### src/rtl/core/rcbind_pkg.sv
// shared types and constants of the rc bind and control packet transmitter
`timescale 1ns / 1ps

package rcbind_pkg;

    // stick clamp limit and the reciprocal used to divide by it
    localparam int          CHANNEL_LIMIT = 10000;
    localparam int          LIM_W         = $clog2(CHANNEL_LIMIT + 1);
    localparam int          RECIP_SHIFT   = 40;
    localparam longint      RECIP         = ((64'd1 << RECIP_SHIFT) + CHANNEL_LIMIT - 1)
                                            / CHANNEL_LIMIT;
    localparam int          RECIP_W       = $clog2(RECIP + 1);
    localparam int          PROD_W        = LIM_W + 8 + RECIP_W;

    // packet geometry
    localparam int          PKT_BYTES     = 9;
    localparam int          IDX_W         = 4;

    // queue between the packet builder and the byte serializer
    localparam int          Q_DEPTH       = 4;
    localparam int          Q_PTR_W       = $clog2(Q_DEPTH);
    localparam int          Q_CNT_W       = $clog2(Q_DEPTH + 1);

    // configuration register indexes
    localparam int          CFG_IDX_W     = 2;
    localparam logic [CFG_IDX_W-1:0] CFG_FORMAT   = 2'd0;
    localparam logic [CFG_IDX_W-1:0] CFG_AUTO_ACK = 2'd1;
    localparam logic [CFG_IDX_W-1:0] CFG_TX_ID    = 2'd2;
    localparam logic [CFG_IDX_W-1:0] CFG_BIND_REP = 2'd3;

    localparam logic [7:0]  BIND_REP_RESET = 8'd60;

    // packet formats with special handling
    localparam logic [2:0]  FMT_BASE      = 3'd0;
    localparam logic [2:0]  FMT_RUD_INV   = 3'd2;
    localparam logic [2:0]  FMT_BIND_ZERO = 3'd3;

    // acknowledge codes
    localparam logic [1:0]  ACK_PENDING   = 2'd0;
    localparam logic [1:0]  ACK_OK        = 2'd1;
    localparam logic [1:0]  ACK_FAIL      = 2'd2;
    localparam logic [1:0]  ACK_BOTH      = 2'd3;

    // fixed bytes
    localparam logic [7:0]  BIND_B4       = 8'h56;
    localparam logic [7:0]  BIND_B5       = 8'hAA;
    localparam logic [7:0]  BIND_B6       = 8'h32;
    localparam logic [7:0]  FLG_FLIP      = 8'h0F;
    localparam logic [7:0]  FLG_LIGHT     = 8'h80;
    localparam logic [7:0]  FLG_PICTURE   = 8'h40;
    localparam logic [7:0]  FLG_VIDEO     = 8'h20;
    localparam logic [7:0]  FLG_HEADLESS  = 8'h10;

    typedef enum logic [1:0] {
        PH_INIT,
        PH_BIND,
        PH_CHECK,
        PH_DATA
    } t_phase;

    typedef struct packed {
        logic [2:0]  fmt;
        logic        auto_ack_off;
        logic [31:0] tx_id;
        logic [7:0]  bind_rep;
    } t_cfg;

    // one queued tick: a packet or an empty result
    typedef struct packed {
        logic [PKT_BYTES-1:0][7:0] bytes;
        logic [IDX_W-1:0]          nbytes;
        logic                      sending;
        logic                      bind_addr;
        logic                      soon;
        logic                      done;
    } t_pkt;

endpackage

### src/rtl/core/rcbind_front.sv
// front end: takes ticks, scales sticks, runs the link sequence and builds packets
`timescale 1ns / 1ps

module rcbind_front (
    input  logic                 i_clk,
    input  logic                 i_rst_n,
    input  rcbind_pkg::t_cfg     i_cfg,
    input  logic                 i_valid,
    output logic                 o_ready,
    input  logic [70:0]          i_data,
    output logic                 o_push,
    output rcbind_pkg::t_pkt     o_pkt,
    input  logic                 i_q_ready
);

    // clamp, take magnitude and divide by the limit: q = |ch| * 255 / limit
    function automatic logic [7:0] stick_quot(input logic [15:0] ch);
        logic [16:0]                          mag17;
        logic [rcbind_pkg::LIM_W-1:0]         mag;
        logic [rcbind_pkg::LIM_W+7:0]         m;
        logic [rcbind_pkg::PROD_W-1:0]        prod;
        mag17 = ch[15] ? (17'd0 - {ch[15], ch}) : {1'b0, ch};
        if (mag17 > 17'(rcbind_pkg::CHANNEL_LIMIT)) begin
            mag = rcbind_pkg::LIM_W'(rcbind_pkg::CHANNEL_LIMIT);
        end else begin
            mag = mag17[rcbind_pkg::LIM_W-1:0];
        end
        m    = ({mag, 8'd0}) - (rcbind_pkg::LIM_W+8)'(mag);
        prod = rcbind_pkg::PROD_W'(m) * rcbind_pkg::PROD_W'(rcbind_pkg::RECIP);
        return prod[rcbind_pkg::RECIP_SHIFT +: 8];
    endfunction

    // (256 +- q) >> 1
    function automatic logic [7:0] stick_byte(input logic sgn, input logic [7:0] q);
        logic [8:0] d;
        d = 9'h100 - {1'b0, q};
        return sgn ? d[8:1] : {1'b1, q[7:1]};
    endfunction

    // stage a: scaled sticks, flags and ack
    logic                 r_a_vld;
    logic [7:0]           r_a_q   [4];
    logic [3:0]           r_a_sgn;
    logic [7:0]           r_a_flg;
    logic [1:0]           r_a_ack;

    // link sequence state
    rcbind_pkg::t_phase   r_phase, n_phase;
    logic [7:0]           r_bind_left, n_bind_left;
    logic                 r_addr_bind, n_addr_bind;

    logic                 adv;
    logic [1:0]           ack;
    logic                 snd_data, snd_bind, emp_soon, emp_done;
    logic [7:0]           ail, ele, thr, rud, ail_t, ele_t, rud_t;
    logic [7:0]           d_byte [8];
    logic [7:0]           b_byte [8];
    logic [7:0]           sum;
    logic [7:0]           flg;

    assign adv     = !r_a_vld || i_q_ready;
    assign o_ready = adv;
    assign o_push  = r_a_vld && i_q_ready;

    always_comb begin
        flg = 8'd0;
        if (i_data[64]) flg = flg | rcbind_pkg::FLG_FLIP;
        if (i_data[65]) flg = flg | rcbind_pkg::FLG_LIGHT;
        if (i_data[66]) flg = flg | rcbind_pkg::FLG_PICTURE;
        if (i_data[67]) flg = flg | rcbind_pkg::FLG_VIDEO;
        if (i_data[68]) flg = flg | rcbind_pkg::FLG_HEADLESS;
    end

    always_ff @(posedge i_clk) begin
        if (!i_rst_n) begin
            r_a_vld <= 1'b0;
        end else if (adv) begin
            r_a_vld <= i_valid;
        end
    end

    // sticks in word order: aileron, elevator, throttle, rudder
    always_ff @(posedge i_clk) begin
        if (adv && i_valid) begin
            for (int k = 0; k < 4; k++) begin
                r_a_q[k]   <= stick_quot(i_data[16*k +: 16]);
                r_a_sgn[k] <= i_data[16*k + 15];
            end
            r_a_flg <= flg;
            r_a_ack <= i_data[70:69];
        end
    end

    // effective ack: ok while auto-ack is off, else both bits set counts as pending
    always_comb begin
        if (i_cfg.auto_ack_off) begin
            ack = rcbind_pkg::ACK_OK;
        end else if (r_a_ack == rcbind_pkg::ACK_BOTH) begin
            ack = rcbind_pkg::ACK_PENDING;
        end else begin
            ack = r_a_ack;
        end
    end

    // next state
    always_comb begin
        n_phase     = r_phase;
        n_bind_left = r_bind_left;
        n_addr_bind = r_addr_bind;
        case (r_phase)
            rcbind_pkg::PH_INIT: begin
                if (!i_cfg.auto_ack_off) begin
                    n_phase = rcbind_pkg::PH_CHECK;
                end else begin
                    n_addr_bind = 1'b1;
                    n_bind_left = i_cfg.bind_rep;
                    n_phase     = rcbind_pkg::PH_BIND;
                end
            end
            rcbind_pkg::PH_BIND: begin
                if (ack != rcbind_pkg::ACK_PENDING) begin
                    if (r_bind_left == 8'd0) begin
                        n_addr_bind = 1'b0;
                        n_phase     = rcbind_pkg::PH_CHECK;
                    end else begin
                        n_bind_left = r_bind_left - 8'd1;
                    end
                end
            end
            rcbind_pkg::PH_CHECK: begin
                if (ack == rcbind_pkg::ACK_OK) begin
                    n_phase = rcbind_pkg::PH_DATA;
                end else if (ack == rcbind_pkg::ACK_FAIL) begin
                    n_addr_bind = 1'b1;
                    n_bind_left = i_cfg.bind_rep;
                    n_phase     = rcbind_pkg::PH_BIND;
                end
            end
            default: begin
            end
        endcase
    end

    // what this tick produces
    always_comb begin
        snd_data = 1'b0;
        snd_bind = 1'b0;
        emp_soon = 1'b0;
        emp_done = 1'b0;
        case (r_phase)
            rcbind_pkg::PH_INIT: begin
                snd_bind = i_cfg.auto_ack_off;
                snd_data = !i_cfg.auto_ack_off;
            end
            rcbind_pkg::PH_BIND: begin
                if (ack == rcbind_pkg::ACK_PENDING) begin
                    emp_soon = 1'b1;
                end else if (r_bind_left == 8'd0) begin
                    snd_data = 1'b1;
                end else begin
                    snd_bind = 1'b1;
                end
            end
            rcbind_pkg::PH_CHECK: begin
                if (ack == rcbind_pkg::ACK_PENDING) begin
                    emp_soon = 1'b1;
                end else if (ack == rcbind_pkg::ACK_OK) begin
                    emp_done = 1'b1;
                end else begin
                    snd_bind = 1'b1;
                end
            end
            default: begin
                if (ack == rcbind_pkg::ACK_PENDING) begin
                    emp_soon = 1'b1;
                end else begin
                    snd_data = 1'b1;
                end
            end
        endcase
    end

    always_ff @(posedge i_clk) begin
        if (!i_rst_n) begin
            r_phase     <= rcbind_pkg::PH_INIT;
            r_bind_left <= 8'd0;
            r_addr_bind <= 1'b0;
        end else if (o_push) begin
            r_phase     <= n_phase;
            r_bind_left <= n_bind_left;
            r_addr_bind <= n_addr_bind;
        end
    end

    // data and bind packet bytes
    always_comb begin
        thr = stick_byte(r_a_sgn[2], r_a_q[2]);
        ele = stick_byte(r_a_sgn[1], r_a_q[1]);
        ail = 8'hFF - stick_byte(r_a_sgn[0], r_a_q[0]);
        if (i_cfg.fmt == rcbind_pkg::FMT_RUD_INV) begin
            rud   = stick_byte(r_a_sgn[3], r_a_q[3]);
            rud_t = (8'hFF - rud) >> 1;
        end else begin
            rud   = 8'hFF - stick_byte(r_a_sgn[3], r_a_q[3]);
            rud_t = rud >> 1;
        end
        ele_t = ele >> 1;
        ail_t = ail >> 1;
        d_byte[0] = thr;
        d_byte[1] = rud;
        d_byte[3] = ele;
        d_byte[4] = ail;
        if (i_cfg.fmt == rcbind_pkg::FMT_BASE) begin
            d_byte[2] = ele_t;
            d_byte[5] = ail_t;
            d_byte[6] = rud_t;
        end else begin
            d_byte[2] = rud_t;
            d_byte[5] = ele_t;
            d_byte[6] = ail_t;
        end
        d_byte[7] = r_a_flg;

        b_byte[0] = i_cfg.tx_id[31:24];
        b_byte[1] = i_cfg.tx_id[23:16];
        b_byte[2] = i_cfg.tx_id[15:8];
        b_byte[3] = i_cfg.tx_id[7:0];
        b_byte[4] = rcbind_pkg::BIND_B4;
        b_byte[5] = rcbind_pkg::BIND_B5;
        b_byte[6] = (i_cfg.fmt == rcbind_pkg::FMT_BIND_ZERO) ? 8'h00 : rcbind_pkg::BIND_B6;
        b_byte[7] = 8'h00;
    end

    // assemble the queue entry
    always_comb begin
        o_pkt           = '0;
        o_pkt.bind_addr = n_addr_bind;
        sum             = 8'd0;
        if (snd_data || snd_bind) begin
            for (int k = 0; k < 8; k++) begin
                o_pkt.bytes[k] = snd_bind ? b_byte[k] : d_byte[k];
                sum            = sum + o_pkt.bytes[k];
            end
            o_pkt.sending = 1'b1;
            if (i_cfg.fmt == rcbind_pkg::FMT_BASE) begin
                o_pkt.nbytes = rcbind_pkg::IDX_W'(8);
            end else begin
                o_pkt.bytes[8] = ~sum;
                o_pkt.nbytes   = rcbind_pkg::IDX_W'(rcbind_pkg::PKT_BYTES);
            end
        end else begin
            o_pkt.nbytes = rcbind_pkg::IDX_W'(1);
            o_pkt.soon   = emp_soon;
            o_pkt.done   = emp_done;
        end
    end

endmodule

### src/rtl/core/rcbind_queue.sv
// short fifo of built packets between the front end and the serializer
`timescale 1ns / 1ps

module rcbind_queue (
    input  logic                 i_clk,
    input  logic                 i_rst_n,
    input  logic                 i_push,
    input  rcbind_pkg::t_pkt     i_pkt,
    output logic                 o_ready,
    input  logic                 i_pop,
    output logic                 o_nonempty,
    output rcbind_pkg::t_pkt     o_head
);

    rcbind_pkg::t_pkt                  r_mem [rcbind_pkg::Q_DEPTH];
    logic [rcbind_pkg::Q_PTR_W-1:0]    r_wr, r_rd;
    logic [rcbind_pkg::Q_CNT_W-1:0]    r_cnt;

    assign o_ready    = (r_cnt != rcbind_pkg::Q_CNT_W'(rcbind_pkg::Q_DEPTH));
    assign o_nonempty = (r_cnt != '0);
    assign o_head     = r_mem[r_rd];

    always_ff @(posedge i_clk) begin
        if (i_push) begin
            r_mem[r_wr] <= i_pkt;
        end
    end

    always_ff @(posedge i_clk) begin
        if (!i_rst_n) begin
            r_wr  <= '0;
            r_rd  <= '0;
            r_cnt <= '0;
        end else begin
            if (i_push) r_wr <= r_wr + 1'b1;
            if (i_pop)  r_rd <= r_rd + 1'b1;
            if (i_push && !i_pop) begin
                r_cnt <= r_cnt + 1'b1;
            end else if (i_pop && !i_push) begin
                r_cnt <= r_cnt - 1'b1;
            end
        end
    end

endmodule

### src/rtl/core/rcbind_back.sv
// back end: walks queued packets, one word per cycle to the output reg unless stalled
`timescale 1ns / 1ps

module rcbind_back (
    input  logic                 i_clk,
    input  logic                 i_rst_n,
    input  logic                 i_nonempty,
    input  rcbind_pkg::t_pkt     i_head,
    output logic                 o_pop,
    output logic                 o_valid,
    input  logic                 i_ready,
    output logic [15:0]          o_data,
    output logic [3:0]           o_user,
    output logic                 o_last
);

    logic [rcbind_pkg::IDX_W-1:0]  r_idx, n_idx;
    logic                          r_o_vld;
    logic [7:0]                    r_o_byte;
    logic [rcbind_pkg::IDX_W-1:0]  r_o_idx;
    logic [3:0]                    r_o_user;
    logic                          r_o_last;
    logic                          fire;
    logic                          last;

    assign fire = i_nonempty && (!r_o_vld || i_ready);
    assign last = (r_idx == (i_head.nbytes - 1'b1));

    always_comb begin
        n_idx = r_idx;
        o_pop = 1'b0;
        if (fire) begin
            if (last) begin
                n_idx = '0;
                o_pop = 1'b1;
            end else begin
                n_idx = r_idx + 1'b1;
            end
        end
    end

    always_ff @(posedge i_clk) begin
        if (!i_rst_n) begin
            r_idx   <= '0;
            r_o_vld <= 1'b0;
        end else begin
            r_idx <= n_idx;
            if (fire) begin
                r_o_vld <= 1'b1;
            end else if (i_ready) begin
                r_o_vld <= 1'b0;
            end
        end
    end

    always_ff @(posedge i_clk) begin
        if (fire) begin
            r_o_byte <= i_head.bytes[r_idx];
            r_o_idx  <= r_idx;
            r_o_user <= {i_head.done, i_head.soon, i_head.bind_addr, i_head.sending};
            r_o_last <= last;
        end
    end

    assign o_valid = r_o_vld;
    assign o_data  = {4'd0, r_o_idx, r_o_byte};
    assign o_user  = r_o_user;
    assign o_last  = r_o_last;

endmodule

### src/rtl/core/rc_bind_and_control_packet_tx_unit.sv
// top level of the rc bind and control packet transmitter
// the first word of a tick goes through stage a, the queue and the output register in turn
// a packet tick is 8 or 9 words, an empty tick one, sent one word per cycle when not stalled
//   through the single output register; ticks are taken every cycle while the queue has room
// reset: synchronous active low; link goes to the initial phase, queue empties,
//   registers return to format 0, auto-ack on, id 0, 60 bind repeats
`timescale 1ns / 1ps

module rc_bind_and_control_packet_tx_unit (
    input  logic                                 i_clk,
    input  logic                                 i_rst_n,
    input  logic                                 i_cfg_wen,
    input  logic [rcbind_pkg::CFG_IDX_W-1:0]     i_cfg_idx,
    input  logic [31:0]                          i_cfg_wdata,
    input  logic                                 s_axis_tvalid,
    output logic                                 s_axis_tready,
    // aileron_in, elevator_in, throttle_in, rudder_in, flip_on, light_on,
    // picture_on, video_on, headless_on, ack_status, pad
    input  logic [71:0]                          s_axis_tdata,
    output logic                                 m_axis_tvalid,
    input  logic                                 m_axis_tready,
    // packet_byte, byte_index, pad
    output logic [15:0]                          m_axis_tdata,
    // sending, use_bind_address, recheck_soon, bind_done
    output logic [3:0]                           m_axis_tuser,
    // last_of_run
    output logic                                 m_axis_tlast
);

    rcbind_pkg::t_cfg  r_cfg;
    rcbind_pkg::t_pkt  push_pkt, head_pkt;
    logic              push, pop, q_ready, q_nonempty;

    always_ff @(posedge i_clk) begin
        if (!i_rst_n) begin
            r_cfg.fmt          <= rcbind_pkg::FMT_BASE;
            r_cfg.auto_ack_off <= 1'b0;
            r_cfg.tx_id        <= 32'd0;
            r_cfg.bind_rep     <= rcbind_pkg::BIND_REP_RESET;
        end else if (i_cfg_wen) begin
            case (i_cfg_idx)
                rcbind_pkg::CFG_FORMAT:   r_cfg.fmt          <= i_cfg_wdata[2:0];
                rcbind_pkg::CFG_AUTO_ACK: r_cfg.auto_ack_off <= i_cfg_wdata[0];
                rcbind_pkg::CFG_TX_ID:    r_cfg.tx_id        <= i_cfg_wdata;
                rcbind_pkg::CFG_BIND_REP: r_cfg.bind_rep     <= i_cfg_wdata[7:0];
                default: begin
                end
            endcase
        end
    end

    rcbind_front u_front (
        .i_clk     (i_clk),
        .i_rst_n   (i_rst_n),
        .i_cfg     (r_cfg),
        .i_valid   (s_axis_tvalid),
        .o_ready   (s_axis_tready),
        .i_data    (s_axis_tdata[70:0]),
        .o_push    (push),
        .o_pkt     (push_pkt),
        .i_q_ready (q_ready)
    );

    rcbind_queue u_queue (
        .i_clk      (i_clk),
        .i_rst_n    (i_rst_n),
        .i_push     (push),
        .i_pkt      (push_pkt),
        .o_ready    (q_ready),
        .i_pop      (pop),
        .o_nonempty (q_nonempty),
        .o_head     (head_pkt)
    );

    rcbind_back u_back (
        .i_clk      (i_clk),
        .i_rst_n    (i_rst_n),
        .i_nonempty (q_nonempty),
        .i_head     (head_pkt),
        .o_pop      (pop),
        .o_valid    (m_axis_tvalid),
        .i_ready    (m_axis_tready),
        .o_data     (m_axis_tdata),
        .o_user     (m_axis_tuser),
        .o_last     (m_axis_tlast)
    );

endmodule
### config.mk
export PLATFORM = sky130hd
export DESIGN_NAME = rc_bind_and_control_packet_tx_unit
export DESIGN_NICKNAME = d
export VERILOG_FILES = /design/src/rtl/core/rcbind_pkg.sv /design/src/rtl/core/rcbind_front.sv /design/src/rtl/core/rcbind_queue.sv /design/src/rtl/core/rcbind_back.sv /design/src/rtl/core/rc_bind_and_control_packet_tx_unit.sv
export SDC_FILE = /design/constraint.sdc
export NUM_CORES = 2
export LEC_CHECK = 0
export BUFFER_PORTS_ARGS = -buffer_cell sky130_fd_sc_hd__clkbuf_2
export CAP_MARGIN = 20
export CORE_MARGIN = 8
export CORE_UTILIZATION = 63
export DETAILED_ROUTE_END_ITERATION = 8
export GPL_TIMING_DRIVEN = 0
export HOLD_SLACK_MARGIN = 0.15
export PLACE_DENSITY_LB_ADDON = 0.05
export SLEW_MARGIN = 40
export SYNTH_ARGS = -nofsm -noshare
export SYNTH_HDL_FRONTEND = slang
export SYNTH_HIERARCHICAL = 1
export SYNTH_SLANG_ARGS = --single-unit
### constraint.sdc
create_clock -name i_clk -period 16.3 [get_ports i_clk]
set_input_delay 3.26 -clock i_clk [delete_from_list [all_inputs] [get_ports i_clk]]
set_output_delay 3.26 -clock i_clk [all_outputs]
set_load 0.01 [all_outputs]
Word-level counts from Yosys, hierarchy flattened
Memories as Yosys holds them, arrays and structs flattened. A register that Yosys moved wholly into a read port is not among the register bits.
Index checks and enable logic that the tools add are counted.

word-level totals
  flip-flop bits (word level) = 99
  memory bits (writable) = 352
  input bits = 111
  memories = 2

operators by class
  add/sub/neg operators = 28
  multipliers = 4
  $lt $le $gt $ge = 5
  equal/unequal tests = 19
  multiplexer cells = 87
  bitwise operators = 1
  reductions and logical operators = 29

memories
  name           depth  width  read ports  clocked after memory_dff  write ports  line                text
  u_queue.r_mem  4      80     1           1                         1            rcbind_queue.sv:15  rcbind_pkg::t_pkt r_mem [rcbind_pkg::Q_DEPTH];
  u_front.r_a_q  4      8      4           0                         4            rcbind_front.sv:42  logic [7:0] r_a_q [4];

operators with widths
  cell                      count
  $mul A22 B27 Y48 const B  4
  $mux W8                   21
  $mux W14                  8
  $sub A22 B14 Y22          4
  $mux W72                  1
  $gt A17 B14 Y1 const B    4
  $mux W17                  4
  $sub A1 B16 Y17 const A   4
  $add A8 B8 Y8             7
  $sub A9 B8 Y9 const A     4
  $bmux W8 S4               1
  $mux W1                   27
  $pmux W8 S3               1
  $mux W2                   10
  $sub A8 B8 Y8 const A     2
  $mux W15                  1
  $mux W7                   2
  $mux W4                   3
  $mux W6                   2
  $eq A2 B2 Y1 const B      5
  $pmux W1 S3               3
  $logic_not A8 Y1          1
  $not A8 Y8                1
  $reduce_and A2 Y1         4
  25 further kinds          49

Longest topological paths before layout
  word-level depth = 18
  gate-level depth with buffers = 48

By module
Netlist, hierarchy kept.

by module, submodules not included
  module                              times used  cells an instance  area an instance (um^2)  sequential area each (um^2)
  rcbind_front                        1           5235               49512.5                  1531.5
  rcbind_queue                        1           462                12072.8                  9789.4
  rc_bind_and_control_packet_tx_unit  1           188                1759.2                   880.8
  rcbind_back                         1           125                1511.4                   610.6

Worst setup path before layout
No wires, ideal clock.

  path type = input-to-reg
  start = in s_axis_tdata[0]
  end = mem u_front.r_a_q[0][7], data pin
  arrival = 13869 ps
  data required time = 16040 ps
  path slack = 2171 ps
  stages on the path = 45
  path buffers = 4
  cell sequence = clkbuf_1 -> inv_1 -> ha_1 -> buf_2 -> nor4b_1 -> a31oi_1 -> xor2_1 -> a21oi_1 -> a21o_1 -> clkbuf_1 -> clkbuf_1 -> nand2_1 -> inv_1 -> ha_1 -> a41oi_1 -> o22ai_1 -> a221o_1 -> or4_1 -> [... 9 more ...] -> fa_1 -> fa_1 -> inv_1 -> fa_1 -> inv_1 -> fa_1 -> inv_1 -> ha_1 -> a21o_1 -> a21o_1 -> a21o_1 -> a221oi_1 -> o221ai_1 -> and2_1 -> a311o_1 -> a31o_2 -> a21oi_1 -> xnor2_1

RTL lines
  what             line                                      text
  start, declared  rc_bind_and_control_packet_tx_unit.sv:19  input logic [71:0] s_axis_tdata,
  end, declared    rcbind_front.sv:42

==> impl_metrics.yaml <==
clock_tree:
  cts_tree: "done"
  cts_buffer_depth: 3
  cts-root-buf: "clkbuf_16"
  htreeDepth: 2
  cts_made_buffers: 44
  insertion_delay_ns: 0.56
  clk_pin_slew_ns: 0.06
  clock-sinks: 450
  ctsHoldBuffers: 0
grt:
  grt_pass1_vias: 45300
  grt_pass1_wl_mm: 253
  antenna_found_initial: 2
  grt_overflow: 0
  grt_max_degree: 41
  grt_use_total_pct: 28.7
timing:
  setup_viol: 0
  finalMaxSlewViolations: 0
  fin_worst_skew_ns: 0.0335
  worst_pin_slew_ns: 0.888
  max_freq_mhz: 64.7
  fin_setup_tns_ns: 0
  period_minus_slack_ns: 15.46
  hold_viol: 0
  max_slew_margin_pct: 40.3
  rsz0062_at_grt: "no"
  fin_crit_sh_pct: 94.8
worst_setup_path:
  cp_slowest_cell: "a2111oi_0"
  crit_fanout: 10
  crit_path_start_kind: "input port"
  cpPeakStageDelay_ns: 0.62
  cp_top_family: "adder cells"
  cp_common_cell: "inv_1"
  crit_path_end_kind: "register"
  crit_buf_inv: 12
  criticalPathCategory: "in2reg"
  critPathArrivalTime_ns: 15.74
  worst_ep_required_time_ns: 16.58
floorplan:
  start_util_pct: 63.7
  rows: 117
  core_area_um2: 102000
  die_y_um: 337
  die_area_um2: 113000
  die_w_um: 337
  ioPinCount: 134
cells_and_area:
  fin_nets: 8221
  drive_gt1_share_pct: 6.99
  area_growth_pct: 6.29
  n_antenna_cell: 0
synth:
  syn-cell-area_um2: 64900
  syn_inst: 6010
  ys_warn_count: 6
  yosysSeqAreaShare_pct: 19.8
  synthFlopType: "edfxtp_1"
  async_reset_ff_share_pct: 0
  avgSynthCellArea_um2: 10.8
  synth-seq-cells: 450
  yosys.cell_types.count: 103
  synth_edf_count: 380
drt:
  wl_mm: 160
  drc: 0
  vias: 42900
  viasPerCell: 5.67
  avgRoutedWirePerCell_um: 21.1
  drtAntennaViolNets: 0
  firstDrtPassIters: 5
  drt_iter0_drc: 3137
placed_design:
  port_buffers: 108
  gp_congestion: 0.957
  place.detailed.hpwl_mm: 139
status:
  outcome: "finished clean"
hold_path:
  min_path_type: "reg2reg"
run:
  drv_cap: 0
per-layer routing:
layer,share of wire (%),wire [µm],vias up,GRT usage [%]
li1,-,-,19700,-
met1,43,68900,21500,40.5
met2,46,73400,1495,45.7
met3,7.8,12500,275,5.25
met4,3.3,5260,2,8.20
met5,0.0081,13,-,0
what timing repair did:
| action | CTS | global route |
|---|---|---|
| setup buffers | 0 | 0 |
| resized for setup | 0 | 1 |
| setup endpoints to repair | 0 | 1 |
| hold endpoints to repair | 0 | 0 |
path summary, 6_finish.rpt:
kind                                             start                   end  slack [ns]  cells past startpoint
worst min register to register         u_back/r_idx[2]     u_back/r_o_idx[2]        0.43                      0
worst max-delay path                   s_axis_tdata[0]   u_front/r_a_q[0][7]        0.84                     45
worst max register to register  u_front/r_bind_left[0]  u_queue/r_mem[2][79]        8.44                     26
worst min-delay path                   u_back/r_idx[2]     u_back/r_o_idx[2]        0.43                      0
cell families (layout without fill, tap and decap cells):
group / Yosys count / after routing / synth area share (%)
AOI/OAI and AO/OA: 601 / 601 / 6.30
xor gates and xnor gates: 236 / 236 / 3.21
and+or+nand+nor: 918 / 918 / 7.08
adders and majority gates: 1929 / 1929 / 49.0
muxes: 168 / 168 / 4.34
DFF: 450 / 450 / 19.8
buffers and inverters: 1706 / 1904 / 10.3
other: 2 / 7 / 0.0116
flip-flops by register name (all words and copies together), names as in the netlist, named ones only:
| name | flops |
|---|---|
| u_queue/r_rd | 2 |
| u_front/r_a_flg | 5 |
| u_back/o_user | 4 |
| u_front/r_a_q | 32 |
| u_back/r_o_idx | 4 |
| r_cfg | 44 |
| u_front/r_bind_left | 8 |
| u_queue/r_mem | 320 |
| u_back/o_valid | 1 |
| u_front/r_a_sgn | 4 |
| u_back/r_o_byte | 8 |
| u_front/r_a_ack | 2 |
| u_back/r_idx | 4 |
| u_front/r_phase | 2 |
| u_front/r_a_vld | 1 |
| u_back/o_last | 1 |
| u_queue/r_cnt | 3 |
| u_front/r_addr_bind | 1 |
| u_queue/r_wr | 2 |
worst reg2reg max path, stage by stage, from the launching register on:
cell      delay [ns]
dfxtp_1         0.33
inv_1           0.12
ha_1            0.16
or4b_2          0.63
o21ai_0         0.44
a21oi_1         0.13
a21oi_1         0.12
or2_2           0.16
clkbuf_1        0.19
clkbuf_1        0.38
buf_1           0.49
nand2_1         0.10
o21ai_0         0.36
fa_1            0.54
inv_1           0.08
fa_1            0.43
fa_1            0.52
fa_1            0.46
ha_1            0.29
a21o_1          0.18
a21oi_1         0.22
o21bai_1        0.12
a21oi_1         0.24
xnor2_1         0.17
xnor2_1         0.16
xnor2_1         0.13
nor2_1          0.45
layout by cell type, fill, tap and decap left out, types with 21 or more instances in the layout:
cell,count
ha_1,912
mux4_2,86
buf_2,22
and2_1,55
nand3_1,41
o21a_1,26
inv_1,1576
xor2_1,85
xnor2_1,130
a21oi_1,144
nand2_1,279
a21o_1,77
clkbuf_16,44
and3_1,26
fa_1,1017
o31ai_1,32
edfxtp_1,380
clkbuf_2,110
nand4_1,30
nand2b_1,30
nor2_1,207
o21ai_0,100
or2_2,21
nor2b_1,29
clkbuf_1,76
nor3_1,68
mux2i_1,59
dfxtp_1,70
or3_1,32
o22ai_1,21
metrics by stage:
stage	cells	util (%)	hold slack (ns)	cell area, µm²	worst slack (ns)
3_3_place_gp	7491	65.9	0.407	67100	0.0116
2_1_floorplan	6015	-	0.403	64900	2.17
6_report	7581	67.7	0.429	68900	0.845
4_1_cts	7580	67.6	0.430	68900	0.931
5_1_grt	7581	67.7	0.446	68900	0.121
3_5_place_dp	7502	66.3	0.417	67500	0.373
Yosys cell counts, drive strengths merged (30+ instances only):
| cell | number | share of area [%] |
|---|---|---|
| or3 | 33 | 0.33 |
| nand2b | 30 | 0.29 |
| a21o | 77 | 0.89 |
| fa | 1017 | 31 |
| mux2i | 60 | 0.93 |
| xor2 | 89 | 1.2 |
| and2 | 61 | 0.59 |
| nor2 | 208 | 1.2 |
| nand2 | 279 | 1.6 |
| nand3 | 41 | 0.32 |
| nor3 | 74 | 0.61 |
| dfxtp | 70 | 2.2 |
| buf | 62 | 0.80 |
| ha | 912 | 18 |
| xnor2 | 146 | 2.0 |
| o31ai | 35 | 0.41 |
| mux4 | 88 | 3.1 |
| nand4 | 30 | 0.29 |
| nor2b | 30 | 0.29 |
| inv | 1577 | 9.1 |
| o21ai | 105 | 0.81 |
| clkbuf | 66 | 0.38 |
| edfxtp | 380 | 18 |
| a21oi | 146 | 1.1 |
area by class of cell:
class                           count  area, µm²
Sequential cell                   450      12800
Inverter                         1578       5930
Fill cell                        8105      33000
Clock buffer                       57       1170
Tap cell                         1368       1710
Multi-Input combinational cell   3859      45600
Clock inverter                     21        185
Buffer                            128        771
Timing Repair Buffer              120        761
Power is not shown: default switching activity piles up to over one toggle a cycle in this logic, so the estimate is an artifact.
